## src/rtl/core/pic_ram.sv

```systemverilog
// Generic single-port-write, single-port-read RAM with a registered read.
module pic_ram #(
    parameter int WIDTH = 8,
    parameter int DEPTH = 16
) (
    input  logic                     aclk,
    input  logic                     we,
    input  logic [$clog2(DEPTH)-1:0] waddr,
    input  logic [WIDTH-1:0]         wdata,
    input  logic                     re,
    input  logic [$clog2(DEPTH)-1:0] raddr,
    output logic [WIDTH-1:0]         rdata
);

    logic [WIDTH-1:0] mem [DEPTH];

    always_ff @(posedge aclk) begin
        if (we) begin
            mem[waddr] <= wdata;
        end
        if (re) begin
            rdata <= mem[raddr];
        end
    end

endmodule

```

## config.mk

```make
export PLATFORM = sky130hd
export DESIGN_NAME = pic_ram
export DESIGN_NICKNAME = d
export VERILOG_FILES = /design/src/rtl/core/pic_ram.sv
export SDC_FILE = /design/constraint.sdc
export NUM_CORES = 1
export LEC_CHECK = 0
export BUFFER_PORTS_ARGS = -buffer_cell sky130_fd_sc_hd__buf_2
export CORE_MARGIN = 5
export CORE_UTILIZATION = 36
export CTS_BUF_LIST = sky130_fd_sc_hd__clkbuf_2 sky130_fd_sc_hd__clkbuf_4 sky130_fd_sc_hd__clkbuf_8
export DETAILED_ROUTE_END_ITERATION = 6
export SYNTH_ARGS = -nofsm -noshare
export SYNTH_HDL_FRONTEND = slang
export SYNTH_SLANG_ARGS = --single-unit
```

## constraint.sdc

```tcl
create_clock -name aclk -period 3.63 [get_ports aclk]
set_input_delay 0.726 -clock aclk [delete_from_list [all_inputs] [get_ports aclk]]
set_output_delay 0.726 -clock aclk [all_outputs]
set_load 0.02 [all_outputs]
```

==> metrics.md, run 1 <==
| Metric | Value |
|---|---|
| Worst vdd ir | 0.0002473 V |
| Unrepaired setup endpoints after global routing | no |
| Share of the synthesized area in the top cell type | 0.7812 |
| Final Setup Violations | 0 |
| Comb power frac | 0.053 |
| DR DRC count | 0 |
| Layout net count | 291 |
| Number of H-tree levels | 4 |
| Min cycle time layout | 2.013 ns |
| Worst Path Required | 3.69 ns |
| Setup Fix Bufs, Post-CTS | 0 |
| Crit Path Max Fanout | 8 |
| M2 GR Usage | 0.2005 |
| Fin crit share | 0.5546 |
| Status | finished, final reports clean |
| CP endpoint kind | flop |
| Total core area | 14,370 um2 |
| Register area share after synthesis | 0.7812 |
| Final hold vios | 0 |
| Initial DRC Count | 145 |
| Resized cells post-CTS | 0 |
| Post-CTS Hold Buffers | 0 |
| WL/cell | 22.40 um |
| Power Total | 3.100 mW |
| Drt total wl | 10.50 mm |
| Part of the power in registers | 0.573 |
| Worst skew pair latency | 0.44 ns |
| Clk pwr share | 0.374 |
| Min Hold Slack | 0.6582 ns |
| Leakage | 1.924 nW |
| Mapped Cells | 229 |
| Maximum buffer depth of the clock tree | 2 |
| Most frequent cells in the layout | edfxtp_1 (136), buf_2 (26), mux4_2 (18) |
| Tot GR Track Use | 0.1338 |
| Slowest cell on the critical path | nor2_1 |
| GR met1 Demand/Resource | 0.1848 |
| Max-slew violation count | 0 |
| F_max | 0.4967 GHz |
| PortBufs | 26 |
| Row count | 44 |
| Synth warn | 0 |
| Antenna cells | 0 |
| Max-Cap Viols | 0 |
| Antenna violations before repair | 0 |
| Arr. time, crit path | 2.08 ns |
| Vias | 2,418 |
| Power Dens Cells | 522.5 nW/um2 |
| Chip height | 130.5 um |
| Leading area contributor after synthesis | edfxtp_1 |
| Top Usage Layer GRT | met2 |
| CTS tree | yes |
| Worst Hold Class | in -> reg |
| Crit-path cells | buf_2, or3b_2, nor2_1 |
| Delay-heaviest family, CP | simple AND/OR/NAND/NOR gates |
| Die ar. | 17,030 um2 |
| Int Power | 2.426 mW |
| P&R area growth vs syn | 13.48% |
| Hold path startpoint | wdata[0] |
| Yosys reg bits | 136 |
| Root Driver | clkbuf_8 |
| Synthesized area | 5228 um2 |
| Layout cells sized above 1 | 0.2842 |
| Synth Area per Inst | 22.83 um2 |
| Sum of negative setup slack | 0 ns |
| Pin count of the biggest net entering global routing | 33 |
| Sw Share | 0.2173 |
| Setup Skew | 0.007545 ns |
| Most common cell after layout, fill and taps aside | edfxtp_1 |
| Slew HR | 0.2956 |
| Vias in the first global route | 2,573 |
| First-pass GRT wire length | 15.93 mm |
| Area contributors post-synth | edfxtp_1 (78%), mux4_2 (7.8%), mux4_1 (7.0%), a22oi_1 (2.3%), nor2_1 (0.93%) |
| Die W | 130.5 um |
| CP Launch Point | waddr[2] |
| Synthesized net count | 248 |
| Worst slew pin tran | 1.053 ns |
| Netlist cell types | 18 |
| Starting Density | 0.3638 |
| CP Buf/Inv Count | 1 |
| # IOs | 27 |
| Cts bufs inserted | 17 |
| Switch Pwr | 0.6734 mW |
| DR vias/cell | 5.156 |
| Final Wtd Congestion | 0.7440 |
| Reg clk slew, reported paths | 0.08 ns |
| Grt met3 use | 0.04756 |
| GRT overflow | 0 |
| Crit Path Class | in -> reg |
| Worst path max stage delay | 0.73 ns |
| Clock sinks | 136 |
| Worst setup SP type | input port |
| R2r startpoint | mem[10][4]$_DFFE_PP_ |
| Post-DP HPWL | 6.643 mm |
| Antenna Nets Post-Route | 0 |
| DR pass1 iterations | 4 |
cell families (layout without fill, tap and decap cells):
logic type             after synthesis  in the layout  synth area share
and+or+nand+nor                     35             35           0.03136
muxes                               32             32            0.1479
AOI/OAI and AO/OA                   16             16           0.02298
buffers and inverters               10             66           0.01651
DFF                                136            136            0.7812
cells in the mapped netlist:
cell / count
mux4_2: 18
clkdlybuf4s25_2: 3
buf_6: 3
mux4_1: 14
nor2_1: 13
edfxtp_1: 136
and2_1: 1
nand2_1: 9
buf_4: 1
nor3_1: 4
nand2b_1: 2
nor2b_1: 1
nand3b_1: 2
buf_2: 3
and2b_1: 1
a22oi_1: 16
nand3_1: 1
or3b_2: 1
metal layers:
layer	wire, um	up-vias
met1	4842	1271
li1	-	1063
met3	618	11
met2	4935	73
met4	108	0
met5	0	-
final timing paths:
path / endpoint / depth (start not counted) / slack, ns
min reg2reg: rdata[3]$_DFFE_PP_ / 3 / 0.76
max reg2reg: rdata[4]$_DFFE_PP_ / 3 / 2.12
max: mem[1][4]$_DFFE_PP_ / 3 / 1.62
min: mem[11][0]$_DFFE_PP_ / 1 / 0.66
registers in the layout, indices dropped and copies added (netlist names):
register,count
mem,128
rdata,8
stage by stage:
| step | worst slack (ns) | cell area [um2] | util | cells |
|---|---|---|---|---|
| after floorplan | 1.411 | 5228 | - | 229 |
| after global placement | 1.171 | 5562 | 0.3871 | 437 |
| after detailed placement | 1.159 | 5562 | 0.3871 | 437 |
| after CTS | 1.636 | 5932 | 0.4128 | 469 |
| after global routing | 1.563 | 5932 | 0.4128 | 469 |
| final | 1.617 | 5932 | 0.4128 | 469 |
worst reg2reg max path, stage by stage (launching register included):
cell and delay, ns:
edfxtp_1 0.38, mux4_1 0.52, a22oi_1 0.29, nand2_1 0.07
final cells by class:
| class | instances | area [um2] |
|---|---|---|
| Tap cell | 184 | 230.2 |
| Clock buffer | 17 | 234.0 |
| Clock inverter | 15 | 136.4 |
| Timing Repair Buffer | 34 | 190.2 |
| Sequential cell | 136 | 4084 |
| Multi-Input combinational cell | 83 | 1057 |
| Fill cell | 1256 | 8437 |
power groups by stage:
stage	sequential [mW]	combinational, mW	clock [mW]
after detailed placement	1.81	0.166	0
after CTS	1.78	0.167	1.18
final	1.78	0.164	1.16
after global routing	1.78	0.177	1.26
after floorplan	1.82	0.0893	0
after global placement	1.81	0.163	0
(Power assumes the default switching activity.)
==> run 2, diff against run 1 <==
Clock period 3.63 ns to 2.1 ns, I/O delays scaled along.
==> run 2 against run 1 <==
Net effect:
- via count rose by 0.83%
- combinational power rose by 83%
- non-clock buffer count rose by 14
- clock-buffer cell count rose by 2
- clock power rose by 90%
- setup slack got worse by 1.0 ns
- first-iteration DRC count rose by 19%
- sequential power rose by 72%
- core utilization rose by 1.3 points
- largest cell class unchanged
- clock skew rose by 0.0020 ns
- cell area rose by 3.0%
- critical path type unchanged
- critical path depth rose by 2
==> metrics.md, run 2 (synthesis gave the netlist of run 1 again) <==
| Metric | Value |
|---|---|
| Status | finished, final reports clean (unchanged) |
| Die W | 130.5 um (unchanged) |
| Crit Path Class | in -> reg (unchanged) |
| Worst setup SP type | input port (unchanged) |
| Reg clk slew, reported paths | 0.07 ns (was 0.08 ns) |
| Root Driver | clkbuf_8 (unchanged) |
| Chip height | 130.5 um (unchanged) |
| Most common cell after layout, fill and taps aside | edfxtp_1 (unchanged) |
| Final Wtd Congestion | 0.8092 (was 0.7440) |
| Most frequent cells in the layout | edfxtp_1 (136), buf_2 (26), buf_4 (19) (was edfxtp_1 (136), buf_2 (26), mux4_2 (18)) |
| # IOs | 27 (unchanged) |
| Crit-path cells | buf_2, buf_12, mux4_1, a22oi_1, nand2_1 (was buf_2, or3b_2, nor2_1) |
| Initial DRC Count | 172 (was 145) |
| Min cycle time layout | 1.524 ns |
| Total core area | 14,370 um2 (unchanged) |
| Arr. time, crit path | 1.69 ns (was 2.08 ns) |
| DR pass1 iterations | 6 (was 4) |
| WL/cell | 20.60 um (was 22.40 um) |
| Power Total | 5.573 mW (was 3.100 mW) |
| CP Buf/Inv Count | 2 (was 1) |
| Drt total wl | 9.951 mm (was 10.50 mm) |
| Fillers | 1,224 (was 1,256) |
| DR vias/cell | 5.048 (was 5.156) |
| DR DRC count | 0 (unchanged) |
| Crit Path Max Fanout | 16 (was 8) |
| CTS tree | yes (unchanged) |
| Worst skew pair latency | 0.43 ns (was 0.44 ns) |
| Power Dens Cells | 911.8 nW/um2 (was 522.5 nW/um2) |
| Setup Fix Bufs, Post-CTS | 0 (unchanged) |
| Leakage | 2.051 nW (was 1.924 nW) |
| F_max | 0.6560 GHz |
| Die ar. | 17,030 um2 (unchanged) |
| Resized cells post-CTS | 0 (unchanged) |
| Worst path max stage delay | 0.61 ns (was 0.73 ns) |
| Worst Hold Class | in -> reg (unchanged) |
| Top Registers | mem (128), rdata (8) (unchanged) |
| Final Setup Violations | 0 (unchanged) |
| Worst vdd ir | 0.0006325 V (was 0.0002473 V) |
| Vias | 2,438 (was 2,418) |
| Max-slew violation count | 0 (unchanged) |
| Layout cells sized above 1 | 0.3144 (was 0.2842) |
| CP endpoint kind | flop (unchanged) |
| GRT overflow | 0 (unchanged) |
| Post-DP HPWL | 6.621 mm (was 6.643 mm) |
| Delay-heaviest family, CP | multiplexers (was simple AND/OR/NAND/NOR gates) |
| Final hold vios | 0 (unchanged) |
| Tot GR Track Use | 0.1295 (was 0.1338) |
| Fin crit share | 0.7260 |
| Row count | 44 (unchanged) |
| Antenna violations before repair | 0 (unchanged) |
| Worst Path Required | 2.27 ns (was 3.69 ns) |
| Max reg flops | 128 (unchanged) |
| PortBufs | 26 (unchanged) |
| Unrepaired setup endpoints after global routing | no (unchanged) |
| Biggest register | mem (unchanged) |
| Post-CTS Hold Buffers | 0 (unchanged) |
| Number of H-tree levels | 4 (unchanged) |
| Starting Density | 0.3638 (unchanged) |
| Vias in the first global route | 2,666 (was 2,573) |
| Clock sinks | 136 (unchanged) |
| First-pass GRT wire length | 15.64 mm (was 15.93 mm) |
| Layout Utilization | 0.4254 (was 0.4128) |
| Cts bufs inserted | 17 (unchanged) |
| Max-Cap Viols | 0 (unchanged) |
| Setup Skew | 0.009559 ns (was 0.007545 ns) |
| Worst slew pin tran | 0.3760 ns (was 1.053 ns) |
| Slowest cell on the critical path | mux4_1 (was nor2_1) |
| P&R area growth vs syn | 16.92% (was 13.48%) |
| Maximum buffer depth of the clock tree | 2 (unchanged) |
| Slew HR | 0.7493 (was 0.2956) |
| Sum of negative setup slack | 0 ns (unchanged) |
| Antenna cells | 0 (unchanged) |
| Layout net count | 305 (was 291) |
| Pin count of the biggest net entering global routing | 33 (unchanged) |
| Antenna Nets Post-Route | 0 (unchanged) |
run 2: stage by stage:
stage / std cells / instance area (um2) / hold WS, ns / worst slack [ns]
floorplan: 229 / 5228 / 0.5189 / 0.1871
global placement: 451 / 5704 / 0.7256 / 0.1220
detailed placement: 451 / 5704 / 0.7378 / 0.1305
CTS: 483 / 6112 / 0.3300 / 0.5631
global route: 483 / 6112 / 0.3317 / 0.5072
finish: 483 / 6112 / 0.3557 / 0.5755
run 2: final timing paths:
check                            start            endpoint  slack, ns  depth (start not counted)
setup reg to reg   mem[6][2]$_DFFE_PP_  rdata[2]$_DFFE_PP_       0.60                          3
hold / removal                      re  rdata[0]$_DFFE_PP_       0.36                          1
hold reg to reg   mem[14][7]$_DFFE_PP_  rdata[7]$_DFFE_PP_       0.75                          3
setup / recovery              raddr[0]  rdata[2]$_DFFE_PP_       0.58                          5
run 2: worst reg2reg max path, cell delays in order (launching register included):
cell,delay (ns)
edfxtp_1,0.36
mux4_1,0.54
a22oi_1,0.22
nand2_1,0.12
run 2: final cells by class:
type	instances	area, um2	area share
timing repair buffer	48	332.8	0.05445
sequential	136	4084	0.6682
clock buffer	19	249.0	0.04074
tap	184	230.2	0.03767
clock inverter	13	158.9	0.02600
multi-input combinational	83	1057	0.1730
run 2: per-layer routing:
metal	GRT usage	part of all wire	up-vias
li1	-	-	1092
met1	0.1803	0.47	1273
met2	0.1972	0.47	58
met3	0.03496	0.041	15
met4	0.04719	0.014	0
met5	0	0	-
run 2: power by group:
part | total, mW | switching, mW | internal [mW]
Sequential | 3.07 | 0.0153 | 3.06
Combinational | 0.300 | 0.174 | 0.125
Clock | 2.20 | 0.912 | 1.29
Total | 5.57 | 1.10 | 4.47
==> run 3, diff against run 2 <==
Clock period 2.1 ns to 1.3 ns, I/O delays scaled along.
==> run 3 against run 2 <==
Net effect:
- the flow now finishes with violations (setup timing)
- flip-flop and latch count stayed put
- non-clock buffer count grew 8
- register-to-register slack worse by 0.72 ns
- die area unchanged
- setup slack lost 0.70 ns
- total power up 57%
- combinational power up 89%
- critical path type is now reg -> reg
- critical endpoint is now rdata[4]$_DFFE_PP_
==> metrics.md, run 3 (synthesis gave the netlist of run 1 again) <==
| Metric | Value |
|---|---|
| WL/cell | 21.49 um (was 20.60 um) |
| Pin count of the biggest net entering global routing | 17 (was 33) |
| Starting Density | 0.3638 (unchanged) |
| Power Dens Cells | 1399 nW/um2 (was 911.8 nW/um2) |
| Max reg flops | 128 (unchanged) |
| Sum of negative setup slack | -0.7198 ns (was 0 ns) |
| Max-slew violation count | 0 (unchanged) |
| First-pass GRT wire length | 16.35 mm (was 15.64 mm) |
| Reg2Reg Setup Slack | -0.12 ns (was 0.60 ns) |
| DR pass1 iterations | 6 (unchanged) |
| Setup Fix Bufs, Post-CTS | 0 (unchanged) |
| Antenna cells | 0 (unchanged) |
| Arr. time, crit path | 1.60 ns (was 1.69 ns) |
| DR DRC count | 0 (unchanged) |
| Antenna Nets Post-Route | 0 (unchanged) |
| Crit Path Class | reg -> reg (was in -> reg) |
| Max-Cap Viols | 0 (unchanged) |
| Final Wtd Congestion | 0.7566 (was 0.8092) |
| Unrepaired setup endpoints after global routing | yes (was no) |
| F_max | 0.7021 GHz |
| Layout net count | 313 (was 305) |
| P&R area growth vs syn | 19.70% (was 16.92%) |
| # IOs | 27 (unchanged) |
| Status | complete, but fails checks (was finished, final reports clean) |
| GRT overflow | 0 (unchanged) |
| Worst skew pair latency | 0.43 ns (about the same) |
| PortBufs | 26 (unchanged) |
| Failing checks | setup timing |
| Worst slew pin tran | 0.8250 ns (was 0.3760 ns) |
| Worst Hold Class | in -> reg (unchanged) |
| Post-DP HPWL | 6.937 mm (was 6.621 mm) |
| Layout cells sized above 1 | 0.4281 (was 0.3144) |
| Fin crit share | 1.096 |
| DR vias/cell | 5.073 (was 5.048) |
| Vias in the first global route | 2,677 (was 2,666) |
| Final Setup Violations | 8 (was 0) |
| Min cycle time layout | 1.424 ns |
| Vias | 2,486 (was 2,438) |
| Biggest register | mem (unchanged) |
| Die W | 130.5 um (unchanged) |
| CTS tree | yes (unchanged) |
| Setup Skew | 0.008374 ns (was 0.009559 ns) |
| Total core area | 14,370 um2 (unchanged) |
| Most frequent cells in the layout | edfxtp_1 (136), mux4_2 (31), buf_2 (21), buf_4 (21), clkbuf_8 (17) (was edfxtp_1 (136), buf_2 (26), buf_4 (19)) |
| Final hold vios | 0 (unchanged) |
| Number of H-tree levels | 4 (unchanged) |
| Worst Path Required | 1.48 ns (was 2.27 ns) |
| Layout Utilization | 0.4355 (was 0.4254) |
| Reg clk slew, reported paths | 0.07 ns (about the same) |
| Row count | 44 (unchanged) |
| Antenna violations before repair | 0 (unchanged) |
| Initial DRC Count | 226 (was 172) |
| Die ar. | 17,030 um2 (unchanged) |
| Most common cell after layout, fill and taps aside | edfxtp_1 (unchanged) |
| Post-CTS Hold Buffers | 0 (unchanged) |
| Chip height | 130.5 um (unchanged) |
| Cts bufs inserted | 17 (unchanged) |
| Top Registers | mem (128), rdata (8) (unchanged) |
| Worst vdd ir | 0.0007178 V (was 0.0006325 V) |
| Clock sinks | 136 (unchanged) |
| Worst setup SP type | flop (was input port) |
| Crit Path Max Fanout | 1 (was 16) |
| Tot GR Track Use | 0.1364 (was 0.1295) |
| Drt total wl | 10.53 mm (was 9.951 mm) |
| Final WS setup | -0.1243 ns (was 0.5755 ns) |
| Leakage | 2.052 nW (was 2.051 nW) |
| Maximum buffer depth of the clock tree | 2 (unchanged) |
| Slew HR | 0.4479 (was 0.7493) |
| Root Driver | clkbuf_8 (unchanged) |
| CP endpoint kind | flop (unchanged) |
[run 3: cell types whose count changed in the layout (fill, tap and decap cells not counted), sizes merged]
cell	delta
buf	+8
bufinv	-2
clkbuf	+1
clkinv	-2
clkinvlp	+2
[run 3: worst paths after layout]
kind / start / end / cells past startpoint
max: mem[10][4]$_DFFE_PP_ / rdata[4]$_DFFE_PP_ / 3
min reg2reg: mem[5][3]$_DFFE_PP_ / rdata[3]$_DFFE_PP_ / 3
min: re / rdata[2]$_DFFE_PP_ / 1
max reg2reg: mem[10][4]$_DFFE_PP_ / rdata[4]$_DFFE_PP_ / 3
[run 3: repair_timing]
action	in CTS	in global routing
setup endpoints to repair	11	13
endpoints found under the hold margin	0	0
pin swaps	2	0
resized for setup	11	6
[run 3: routing by layer]
metal / track usage / vias up / wire, um
met5: 0 / - / 0
met2: 0.2026 / 77 / 4972
met4: 0.04779 / 0 / 111
li1: - / 1096 / -
met3: 0.05000 / 8 / 717
met1: 0.1866 / 1305 / 4729
[run 3: where the power goes]
| group | internal [mW] | total, mW | switching [mW] | leakage (nW) |
|---|---|---|---|---|
| clock network | 1.72 | 3.22 | 1.50 | 0.187 |
| logic | 0.260 | 0.566 | 0.307 | 0.629 |
| registers | 4.94 | 4.97 | 0.0293 | 1.24 |
[run 3: final cells by class]
class | count | area [um2]
timing repair buffer | 56 | 499.2
multi-input combinational | 83 | 1080
sequential | 136 | 4084
clock buffer | 20 | 256.5
fill | 1228 | 8112
clock inverter | 11 | 107.6
tap | 184 | 230.2
[run 3: worst max-delay path: stages, from the launching register on]
cell and delay (ns):
edfxtp_1 0.36, mux4_2 0.49, a22oi_2 0.22, nand2_1 0.09
[run 3: metrics by stage]
stage	instance area [um2]	hold slack (ns)	total power, mW	worst slack, ns	instances
after floorplan	5249	0.3589	5.355	-0.1604	229
after global placement	5827	0.6454	5.591	-0.5157	459
after detailed placement	5827	0.6449	5.606	-0.5400	459
after CTS	6235	0.1730	8.824	-0.1365	490
after global routing	6257	0.1606	9.106	-0.1568	490
final	6257	0.1969	8.752	-0.1243	490
